File: src/hw/rtl/ras_pkg.sv
// ----------------------------------------------------------------------------
// ras_pkg: room allocation scheduler shared types and constants
// Widths, room index type, controller states and command/status bundles.
// ----------------------------------------------------------------------------
package ras_pkg;

   localparam int MAX_ROOMS  = 16;
   localparam int ROOM_W     = (MAX_ROOMS > 1) ? $clog2(MAX_ROOMS) : 1;
   localparam int OUT_ROOM_W = 4;
   localparam int TIME_W     = 48;
   localparam int CNT_W      = 32;
   localparam int IN_TIME_W  = 32;
   localparam int CSR_W      = 5;
   localparam int REQ_DATA_W = 64;
   localparam int RSP_DATA_W = 56;

   localparam logic [CSR_W-1:0] ROOMS_RESET = CSR_W'(16);

   typedef logic [ROOM_W-1:0]     room_type;
   typedef logic [OUT_ROOM_W-1:0] out_room_type;
   typedef logic [TIME_W-1:0]     time_type;
   typedef logic [CNT_W-1:0]      count_type;
   typedef logic [IN_TIME_W-1:0]  in_time_type;

   typedef enum logic [1:0] {
      ST_IDLE,
      ST_SCAN,
      ST_UPDATE,
      ST_PUBLISH
   } state_type;

   typedef struct packed {
      logic load;
      logic scan;
      logic update;
      logic publish;
   } cmd_type;

   typedef struct packed {
      logic scan_last;
      logic out_free;
   } status_type;

   function automatic out_room_type to_out_room(input room_type r);
      out_room_type o;
      o = '0;
      for (int i = 0; i < OUT_ROOM_W; i++) begin
         if (i < ROOM_W) begin
            o[i] = r[i];
         end
      end
      return o;
   endfunction

endpackage

File: src/hw/rtl/ras_ctrl.sv
// ----------------------------------------------------------------------------
// ras_ctrl: room allocation scheduler controller
// Sequences load, room scan, room update and result publish per item.
// ----------------------------------------------------------------------------
module ras_ctrl (
   input  logic                clock,
   input  logic                reset,
   input  logic                req_tvalid,
   output logic                req_tready,
   input  ras_pkg::status_type status,
   output ras_pkg::cmd_type    cmd
);

   ras_pkg::state_type state_ff;
   ras_pkg::state_type state_in;

   always_comb begin
      state_in = state_ff;
      case (state_ff)
         ras_pkg::ST_IDLE: begin
            if (req_tvalid) begin
               state_in = ras_pkg::ST_SCAN;
            end
         end
         ras_pkg::ST_SCAN: begin
            if (status.scan_last) begin
               state_in = ras_pkg::ST_UPDATE;
            end
         end
         ras_pkg::ST_UPDATE: begin
            state_in = ras_pkg::ST_PUBLISH;
         end
         ras_pkg::ST_PUBLISH: begin
            if (status.out_free) begin
               state_in = ras_pkg::ST_IDLE;
            end
         end
         default: begin
            state_in = ras_pkg::ST_IDLE;
         end
      endcase
   end

   always_comb begin
      cmd        = '0;
      req_tready = 1'b0;
      case (state_ff)
         ras_pkg::ST_IDLE: begin
            req_tready = 1'b1;
            cmd.load   = req_tvalid;
         end
         ras_pkg::ST_SCAN: begin
            cmd.scan = 1'b1;
         end
         ras_pkg::ST_UPDATE: begin
            cmd.update = 1'b1;
         end
         ras_pkg::ST_PUBLISH: begin
            cmd.publish = status.out_free;
         end
         default: begin
            cmd = '0;
         end
      endcase
   end

   always_ff @(posedge clock) begin
      if (reset) begin
         state_ff <= ras_pkg::ST_IDLE;
      end else begin
         state_ff <= state_in;
      end
   end

   a_cmd_onehot: assert property (@(posedge clock) disable iff (reset)
      $onehot0({cmd.load, cmd.scan, cmd.update, cmd.publish}))
      else $error("ras_ctrl: more than one command active");

   a_update_after_scan: assert property (@(posedge clock) disable iff (reset)
      cmd.update |-> $past(cmd.scan))
      else $error("ras_ctrl: update without a preceding scan");

endmodule

File: src/hw/rtl/ras_datapath.sv
// ----------------------------------------------------------------------------
// ras_datapath: room allocation scheduler datapath
// Room state, one-room-per-cycle scan, assignment update and result register.
// ----------------------------------------------------------------------------
module ras_datapath (
   input  logic                                clock,
   input  logic                                reset,
   input  ras_pkg::cmd_type                    cmd,
   output ras_pkg::status_type                 status,
   input  logic                                req_tuser,
   input  logic [ras_pkg::REQ_DATA_W-1:0]      req_tdata,
   input  logic                                csr_we,
   input  logic [ras_pkg::CSR_W-1:0]           csr_wdata,
   output logic                                rsp_tvalid,
   input  logic                                rsp_tready,
   output logic [ras_pkg::RSP_DATA_W-1:0]      rsp_tdata,
   output logic                                rsp_tuser
);

   logic [ras_pkg::CSR_W-1:0] rooms_ff;
   ras_pkg::in_time_type      start_ff;
   ras_pkg::in_time_type      end_ff;
   ras_pkg::in_time_type      dur_ff;
   ras_pkg::time_type         busy_until_ff [ras_pkg::MAX_ROOMS];
   logic                      busy_ff       [ras_pkg::MAX_ROOMS];
   ras_pkg::count_type        count_ff      [ras_pkg::MAX_ROOMS];
   ras_pkg::room_type         best_room_ff;
   ras_pkg::count_type        best_count_ff;
   ras_pkg::room_type         idx_ff;
   logic                      found_ff;
   ras_pkg::room_type         free_room_ff;
   ras_pkg::room_type         min_room_ff;
   ras_pkg::time_type         min_bu_ff;
   ras_pkg::room_type         room_ff;
   ras_pkg::count_type        cnt_new_ff;
   ras_pkg::time_type         fin_ff;
   logic                      delayed_ff;
   logic                      rsp_valid_ff;
   ras_pkg::out_room_type     out_room_ff;
   ras_pkg::out_room_type     out_best_ff;
   ras_pkg::time_type         out_fin_ff;
   logic                      out_delayed_ff;

   ras_pkg::room_type    last_idx;
   ras_pkg::in_time_type in_start;
   ras_pkg::in_time_type in_end;
   ras_pkg::time_type    rd_bu;
   logic                 rd_busy;
   logic                 expired;
   logic                 free_now;
   ras_pkg::room_type    room_sel;
   ras_pkg::count_type   rd_cnt;
   ras_pkg::count_type   cnt_inc;
   logic [ras_pkg::TIME_W:0] delay_sum;
   ras_pkg::time_type    fin_sel;
   logic                 better;

   assign in_start = req_tdata[ras_pkg::IN_TIME_W-1:0];
   assign in_end   = req_tdata[ras_pkg::REQ_DATA_W-1:ras_pkg::IN_TIME_W];

   always_comb begin
      if (rooms_ff == '0) begin
         last_idx = '0;
      end else if (32'(rooms_ff) > 32'(ras_pkg::MAX_ROOMS)) begin
         last_idx = ras_pkg::room_type'(ras_pkg::MAX_ROOMS - 1);
      end else begin
         last_idx = ras_pkg::room_type'(rooms_ff - ras_pkg::CSR_W'(1));
      end
   end

   assign rd_bu    = busy_until_ff[idx_ff];
   assign rd_busy  = busy_ff[idx_ff];
   assign expired  = rd_busy && (rd_bu <= ras_pkg::time_type'(start_ff));
   assign free_now = !rd_busy || expired;

   assign room_sel  = found_ff ? free_room_ff : min_room_ff;
   assign rd_cnt    = count_ff[room_sel];
   assign cnt_inc   = (rd_cnt == '1) ? rd_cnt : rd_cnt + ras_pkg::count_type'(1);
   assign delay_sum = {1'b0, min_bu_ff} + (ras_pkg::TIME_W + 1)'(dur_ff);

   always_comb begin
      if (found_ff) begin
         fin_sel = ras_pkg::time_type'(end_ff);
      end else if (delay_sum[ras_pkg::TIME_W]) begin
         fin_sel = '1;
      end else begin
         fin_sel = delay_sum[ras_pkg::TIME_W-1:0];
      end
   end

   assign better = (cnt_new_ff > best_count_ff) ||
                   ((cnt_new_ff == best_count_ff) && (room_ff < best_room_ff));

   assign status.scan_last = (idx_ff == last_idx);
   assign status.out_free  = !rsp_valid_ff || rsp_tready;

   always_ff @(posedge clock) begin
      if (reset) begin
         rooms_ff <= ras_pkg::ROOMS_RESET;
      end else if (csr_we) begin
         rooms_ff <= csr_wdata;
      end
   end

   always_ff @(posedge clock) begin
      if (cmd.load) begin
         start_ff <= in_start;
         end_ff   <= in_end;
         dur_ff   <= (in_end > in_start) ? in_end - in_start : '0;
      end
   end

   always_ff @(posedge clock) begin
      if (cmd.load) begin
         idx_ff   <= '0;
         found_ff <= 1'b0;
      end else if (cmd.scan) begin
         idx_ff <= idx_ff + ras_pkg::room_type'(1);
         if (!found_ff && free_now) begin
            found_ff     <= 1'b1;
            free_room_ff <= idx_ff;
         end
         if ((idx_ff == '0) || (rd_bu < min_bu_ff)) begin
            min_room_ff <= idx_ff;
            min_bu_ff   <= rd_bu;
         end
      end
   end

   always_ff @(posedge clock) begin
      if (reset || (cmd.load && req_tuser)) begin
         for (int i = 0; i < ras_pkg::MAX_ROOMS; i++) begin
            busy_until_ff[i] <= '0;
            busy_ff[i]       <= 1'b0;
            count_ff[i]      <= '0;
         end
         best_room_ff  <= '0;
         best_count_ff <= '0;
      end else begin
         if (cmd.scan && expired) begin
            busy_ff[idx_ff] <= 1'b0;
         end
         if (cmd.update) begin
            busy_until_ff[room_sel] <= fin_sel;
            busy_ff[room_sel]       <= 1'b1;
            count_ff[room_sel]      <= cnt_inc;
         end
         if (cmd.publish && better) begin
            best_room_ff  <= room_ff;
            best_count_ff <= cnt_new_ff;
         end
      end
   end

   always_ff @(posedge clock) begin
      if (cmd.update) begin
         room_ff    <= room_sel;
         cnt_new_ff <= cnt_inc;
         fin_ff     <= fin_sel;
         delayed_ff <= !found_ff;
      end
   end

   always_ff @(posedge clock) begin
      if (reset) begin
         rsp_valid_ff <= 1'b0;
      end else if (cmd.publish) begin
         rsp_valid_ff <= 1'b1;
      end else if (rsp_tready) begin
         rsp_valid_ff <= 1'b0;
      end
   end

   always_ff @(posedge clock) begin
      if (cmd.publish) begin
         out_room_ff    <= ras_pkg::to_out_room(room_ff);
         out_fin_ff     <= fin_ff;
         out_delayed_ff <= delayed_ff;
         out_best_ff    <= ras_pkg::to_out_room(better ? room_ff : best_room_ff);
      end
   end

   assign rsp_tvalid = rsp_valid_ff;
   assign rsp_tdata  = {out_best_ff, out_fin_ff, out_room_ff};
   assign rsp_tuser  = out_delayed_ff;

   a_publish_slot_free: assert property (@(posedge clock) disable iff (reset)
      cmd.publish |-> (!rsp_valid_ff || rsp_tready))
      else $error("ras_datapath: result overwritten before it was taken");

   a_room_marked_busy: assert property (@(posedge clock) disable iff (reset)
      cmd.update |=> busy_ff[room_ff])
      else $error("ras_datapath: assigned room not marked busy");

   a_scan_in_range: assert property (@(posedge clock) disable iff (reset)
      cmd.scan |-> (idx_ff <= last_idx))
      else $error("ras_datapath: scan index past last usable room");

endmodule

File: src/hw/rtl/room_allocation_scheduler.sv
// ----------------------------------------------------------------------------
// room_allocation_scheduler: meeting room scheduler top level
// Assigns each job to the lowest free room or the earliest-freeing room.
// ----------------------------------------------------------------------------
// Each item is loaded on acceptance, then scanned one room per cycle through the
// busy-until table over n usable rooms (1..16), then updated and published to
// the result register; publish waits while an earlier result is still held.
// The next item is accepted once the controller is back in idle.
// The result register lets a new item enter while the last result waits.
// Synchronous reset frees all rooms, clears counts and sets 16 usable rooms.
module room_allocation_scheduler (
   input  logic                           clock,
   input  logic                           reset,
   input  logic                           req_tvalid,
   output logic                           req_tready,
   // [31:0] start_time, [63:32] end_time
   input  logic [ras_pkg::REQ_DATA_W-1:0] req_tdata,
   // [0] first_job
   input  logic                           req_tuser,
   output logic                           rsp_tvalid,
   input  logic                           rsp_tready,
   // [3:0] assigned_room, [51:4] finish_time, [55:52] most_used_room
   output logic [ras_pkg::RSP_DATA_W-1:0] rsp_tdata,
   // [0] was_delayed
   output logic                           rsp_tuser,
   input  logic                           csr_we,
   // [4:0] rooms_in_use
   input  logic [ras_pkg::CSR_W-1:0]      csr_wdata
);

   ras_pkg::cmd_type    cmd;
   ras_pkg::status_type status;

   ras_ctrl u_ctrl (
      .clock      (clock),
      .reset      (reset),
      .req_tvalid (req_tvalid),
      .req_tready (req_tready),
      .status     (status),
      .cmd        (cmd)
   );

   ras_datapath u_datapath (
      .clock      (clock),
      .reset      (reset),
      .cmd        (cmd),
      .status     (status),
      .req_tuser  (req_tuser),
      .req_tdata  (req_tdata),
      .csr_we     (csr_we),
      .csr_wdata  (csr_wdata),
      .rsp_tvalid (rsp_tvalid),
      .rsp_tready (rsp_tready),
      .rsp_tdata  (rsp_tdata),
      .rsp_tuser  (rsp_tuser)
   );

endmodule

File: config.mk
export PLATFORM = sky130hd
export DESIGN_NAME = room_allocation_scheduler
export DESIGN_NICKNAME = d
export VERILOG_FILES = /design/src/hw/rtl/ras_pkg.sv /design/src/hw/rtl/ras_ctrl.sv /design/src/hw/rtl/ras_datapath.sv /design/src/hw/rtl/room_allocation_scheduler.sv
export SDC_FILE = /design/constraint.sdc
export NUM_CORES = 2
export LEC_CHECK = 0
export ABC_CLOCK_PERIOD_IN_PS = 10590
export BUFFER_PORTS_ARGS = -buffer_cell sky130_fd_sc_hd__buf_2
export CAP_MARGIN = 20
export CORE_MARGIN = 3
export CORE_UTILIZATION = 50
export CTS_CLUSTER_DIAMETER = 120
export DETAILED_ROUTE_END_ITERATION = 10
export GPL_ROUTABILITY_DRIVEN = 0
export PLACE_DENSITY = 0.66
export SYNTH_ARGS = -nofsm -noshare
export SYNTH_HDL_FRONTEND = slang
export SYNTH_HIERARCHICAL = 1
export SYNTH_SLANG_ARGS = --single-unit
export TNS_END_PERCENT = 50
File: constraint.sdc
create_clock -name clock -period 10.59 [get_ports clock]
set_input_delay 1.5885 -clock clock [delete_from_list [all_inputs] [get_ports clock]]
set_output_delay 1.5885 -clock clock [all_outputs]
set_load 0.005 [all_outputs]
After elaboration in Yosys (flattened, before gate mapping)
Memory sizes are Yosys's and may differ from the RTL's. A register that Yosys moved wholly into a read port is not among the register bits.
Cells that the tools add are included.
{ "word_totals": {"mem_bits_rw": 1296, "inputBits": 75, "memories": 3, "wordCells": 113, "reg_bits": 343} }
{ "op_classes": {"magnitude_cmp": 6, "muxes": 42, "addsub": 5, "reduce_logical": 26, "eq_ne": 9, "n_bitwise": 1} }
{ "memory_table": {"columns": ["memory", "depth", "width", "rd", "rd_ports_with_merged_regs", "write_ports", "line_no", "rtl"], "rows": [
  ["u_datapath.busy_until_ff", 16, 48, 1, 1, 16, "ras_datapath.sv:24", "ras_pkg::time_type busy_until_ff [ras_pkg::MAX_ROOMS];"],
  ["u_datapath.count_ff", 16, 32, 1, 0, 16, "ras_datapath.sv:26", "ras_pkg::count_type count_ff [ras_pkg::MAX_ROOMS];"],
  ["u_datapath.busy_ff", 16, 1, 1, 1, 16, "ras_datapath.sv:25", "logic busy_ff [ras_pkg::MAX_ROOMS];"]
]} }
{ "op_table": {"columns": ["operator", "n"], "rows": [
  ["48-bit two-way mux", 3],
  ["32-bit greater-than comparator", 2],
  ["32-bit two-way mux", 2],
  ["48-bit by 32-bit adder with 49-bit output", 1],
  ["48-bit by 32-bit <= comparator with 1-bit output", 1],
  ["48-bit less-than comparator", 1],
  ["4-bit two-way mux", 12],
  ["48-bit OR reduction", 1],
  ["32-bit by 1-bit adder with 32-bit output (second input constant)", 1],
  ["32-bit == test", 1],
  ["32-bit == test (second input constant)", 1],
  ["32-bit OR reduction", 1],
  ["32-bit subtractor", 1],
  ["1-bit two-way mux", 21],
  ["3-bit AND reduction", 3],
  ["2-bit case mux with 4 select lines", 1],
  ["1-bit logical AND", 6],
  ["2-bit two-way mux", 3],
  ["5-bit greater-than comparator (second input constant)", 1],
  ["5-bit zero test", 1],
  ["1-bit logical OR", 5],
  ["4-bit by 1-bit adder with 4-bit output (second input constant)", 1],
  ["2-bit == test (second input constant)", 2],
  ["4-bit == test", 1],
  ["other kinds (12)", 16]
]} }

Longest topological paths before layout
{ "depth": {"depth_word": 9, "ltp_mapped": 21, "depth_no_buf": 14} }

By module
The synthesis kept the hierarchy.
{ "by_module_without_submodules": {"columns": ["module", "seq_area_each_um2", "area_each_um2", "instances", "cells_per_inst"], "rows": [
  ["ras_datapath", 48606.6, 74793.0, 1, 5610],
  ["ras_ctrl", 40.0, 180.2, 1, 19]
]} }

Least setup slack after synthesis
OpenSTA, ideal clock, no wires.
{ "synth_path": {"path_kind": "register to register", "from": "register with a tool-made name", "to": "register u_datapath.min_bu_ff[0], enable pin", "path_stages_with_launch": 22, "setup_time_ns": 0.479, "path_slack_ns": 2.222, "t_required_ns": 10.111, "t_arrival_ns": 7.889, "path_cell_list": "dfxtp_1 -> buf_2 -> buf_2 -> buf_2 -> buf_2 -> buf_4 -> buf_2 -> buf_2 -> buf_1 -> mux4_2 -> mux4_2 -> ha_1 -> a21o_1 -> a21o_1 -> a21o_1 -> a21o_1 -> a21oi_1 -> nor2b_1 -> o21ai_0 -> nand3b_1 -> a311o_1 -> a21oi_1"} }
{ "synth_lines": {"columns": ["item", "line_no", "rtl"], "rows": [
  ["to (signal assigned)", "ras_datapath.sv:125", "min_bu_ff <= rd_bu;"],
  ["to (decl)", "ras_datapath.sv:33", "ras_pkg::time_type min_bu_ff;"]
]} }

==> run_results.csv <==
group,metric,value,unit
route,first_pass_iters,6,
synth,synth_edf_count,1574,
global_route,grt_max_degree,120,
synth,synth_top_area_share,63.0,%
synth,async_reset_ff_share,0,%
global_route,grt_pass1_wl,324,mm
route,drt_iter0_drc,6134,
synth,yosys_warnings,6,
cts,holdBufCountCts,0,
sta,finalHoldViolCount,0,
cts,h-tree-depth,4,
pwr,power_density,267,nW/µm²
worst_setup_path,worstPathRequired,11.04,ns
route,routed_wl,223,mm
job,cap_violations,0,
cts,cts_tree,"yes",
synth,synth-seq-area-share,64.9,%
min_path,min_from,"u_datapath/fin_ff[30]",
route,vias,49308,
sta,period_needed,6.29,ns
floorplan,rows,141,
min_path,hold_end,"u_datapath/out_fin_ff[30]",
pwr,pwr-share-comb,34.8,%
floorplan,die_w,393,µm
worst_setup_path,cp-end-kind,"flip-flop",
floorplan,top_level_ports,134,
synth,synth_cell_type_count,98,
placed_design,port-buffer-count,133,
worst_setup_path,crit_path_frequent_cell,"mux4_2",
global_route,grt_pass1_vias,47643,
route,antenna_left,0,
sta,skew,0.0386,ns
synth,synth_seq_cells,1643,
placed_design,place_inst,7498,
worst_setup_path,path_depth,13,
finish,final_cells,7822,
sta,fin_tns_setup,0,ns
pwr,power.total,22.3,mW
synth,synthCells,5629,
cts,cts_buffers,173,
pwr,switchingPower,8.48,mW
worst_setup_path,reg2reg_to,"u_datapath/min_bu_ff[22]",
sta,slew_headroom,21.4,%
min_path,whs_path_depth,0,
pwr,switching_share,38.1,%
synth,ys_top_cells_by_area,"edfxtp_1 63%, mux4_2 8.1%, nor2_1 7.1%",
synth,syn_nets,5894,
cts,ctsResizeCount,0,
global_route,gr-total-overflow,0,
status,status,"completed",
pwr,clkPwrFrac,26.0,%
sta,rsz0062_at_grt,"false",
finish,drive_gt1_share,16.2,%
worst_setup_path,critPathBufInv,2,
sta,timing.fmax,0.159,GHz
global_route,grt_use_total,28.8,%
global_route,antenna_found_initial,4,
sta,fin_crit_sh,59.4,%
pwr,seqPwrFrac,39.2,%
synth,synth_common_cells,"1574 x edfxtp_1, 1424 x nor2_1, 301 x clkbuf_1",
cts,clk_latency,0.82,ns
cts,cts.sinks,1643,
worst_setup_path,crit_path_start_kind,"flip-flop",
pwr,intPower,13.8,mW
cts,root_buffer,"clkbuf_16",
finish,fin_nets,5939,
min_path,hold_path_class,"reg2reg",
cts,cts_setup_buffers,0,
worst_setup_path,reg2regPathDepth,13,
worst_setup_path,criticalPathCategory,"reg2reg",
synth,synthFlopType,"edfxtp_1",
sta,worstMarginPinSlew,1.18,ns
floorplan,die_h,393,µm
worst_setup_path,path_max_fanout,55,
pwr,leakagePower,31.1,nW
sta,setup_viol,0,
route,routed_via_density,6.30,
placed_design,dp_hpwl,137,mm
finish,fillers,11813,
worst_setup_path,cpMaxStageDelayCell,"dfxtp_4",
synth,synth.most_common_cell,"edfxtp_1",
cts,clock_path_buffers,3,
worst_setup_path,reg2reg_slack,4.30,ns
worst_setup_path,cp_data_arrival_time,6.74,ns
worst_setup_path,critPathTopFamily,"compound AO/OA/AOI/OAI gates",
worst_setup_path,path_cells,"buf_12 > mux4_2 > mux4_2 > ha_1 > a21o_1 > a211o_1 > a211oi_1 > o211ai_1 > o21ai_0 > nand3b_1 > a311o_1 > a21oi_4 > buf_4",
cts,path_clk_slew,0.06,ns
floorplan,initial_core_util,50.5,%
synth,syn_avg_cell_area,13.3,µm²
floorplan,fp.dieArea,155000,µm²
worst_setup_path,critPathMaxStageDelay,0.86,ns
pwr,max-vdd-ir-drop,0.184,mV
floorplan,design.core.area,148000,µm²
synth,synth_top_cell_by_area,"edfxtp_1",
sta,slew_violations,0,
route,wl_per_cell,28.5,µm
finish,area_delta_synth_final,11.2,%
route,drt_drc_violations_left,0,
synth,synth.cell_area,75000,µm²
-- through the flow --
stage               hold slack [ns]  setup slack [ns]  instance area (µm²)  utilization, %
floorplan                     0.400              2.22                75000               -
global route                  0.421              3.87                83400            56.2
detailed placement            0.405              4.28                78000            52.5
finish                        0.414              4.30                83400            56.2
global placement              0.401              4.23                77900            52.5
CTS                           0.417              4.27                83300            56.1
-- layout make-up --
cell class	instances	area, µm²	area share (%)
repair buffers	272	1820	2.19
clock inverters	109	835	1.00
well taps	2002	2500	3.00
inverters	251	950	1.14
diodes	3	7.51	0.00900
clock buffers	209	4520	5.42
flip-flops and latches	1643	48700	58.4
multi-input cells	3333	24100	28.9
-- registers in the layout, indices dropped and copies added (netlist names), 2 cells and up, named ones only --
name,count
u_datapath/busy_until_ff,768
u_datapath/out_fin_ff,48
u_datapath/rooms_ff,5
u_datapath/min_room_ff,4
u_datapath/busy_ff,16
u_datapath/min_bu_ff,48
u_datapath/best_count_ff,32
u_datapath/best_room_ff,4
u_datapath/dur_ff,32
u_datapath/fin_ff,48
u_datapath/start_ff,32
u_datapath/room_ff,4
u_datapath/out_room_ff,4
u_datapath/count_ff,512
u_datapath/idx_ff,4
u_datapath/free_room_ff,4
u_datapath/out_best_ff,4
u_ctrl/state_ff,2
u_datapath/end_ff,32
u_datapath/cnt_new_ff,32
-- layer usage --
| layer | share of wire [%] | GRT usage (%) | vias to the layer above | routed length [µm] |
|---|---|---|---|---|
| met5 | 0.012 | 0 | - | 27 |
| met4 | 4.0 | 10.8 | 4 | 8970 |
| met3 | 11 | 6.76 | 500 | 25400 |
| met2 | 46 | 44.2 | 3139 | 103000 |
| met1 | 38 | 40.1 | 24882 | 85600 |
| li1 | - | - | 20783 | - |
-- cell families (layout without fill, tap and decap cells) --
logic type | after synthesis | after routing | synth area share (%)
mux | 371 | 371 | 9.52
buf+inv | 653 | 841 | 3.64
other cells | 0 | 3 | 0
simple gates | 1915 | 1915 | 11.0
flops | 1643 | 1643 | 64.9
compound gates | 763 | 763 | 6.48
fa+ha+maj | 191 | 191 | 3.20
xor+xnor | 93 | 93 | 1.31
-- worst max path at each step --
stage / start / endpoint / slack [ns]
global placement: flip-flop / u_datapath/min_bu_ff[9] / 4.23
global route: flip-flop / u_datapath/min_bu_ff[10] / 3.87
floorplan: flip-flop / u_datapath/min_bu_ff[0] / 2.22
detailed placement: flip-flop / u_datapath/min_bu_ff[10] / 4.28
finish: flip-flop / u_datapath/min_bu_ff[22] / 4.30
CTS: flip-flop / u_datapath/min_bu_ff[1] / 4.27
-- power by group through the flow --
stage | logic (mW) | clock network (mW) | registers [mW]
finish | 7.75 | 5.79 | 8.74
global route | 8.13 | 6.13 | 8.82
CTS | 7.61 | 5.87 | 8.75
detailed placement | 7.57 | 0 | 8.88
global placement | 7.50 | 0 | 8.84
floorplan | 4.59 | 0 | 8.73
-- cell usage in the layout (no fill, tap or decap), drive strengths merged, types with 29 or more instances in the layout --
cell / netlist / layout
a21o: 61 / 61
a21oi: 98 / 98
a31oi: 29 / 29
a41oi: 44 / 44
buf: 101 / 272
clkbuf: 301 / 209
clkinv: 0 / 92
dfxtp: 69 / 69
edfxtp: 1574 / 1574
ha: 188 / 188
inv: 251 / 257
mux2i: 100 / 100
mux4: 270 / 270
nand2: 153 / 153
nand3: 97 / 97
nand4: 44 / 44
nor2: 1425 / 1425
o21ai: 302 / 302
o22ai: 42 / 42
o31ai: 44 / 44
xnor2: 57 / 57
xor2: 36 / 36
Power figures use the tool's default switching activity.
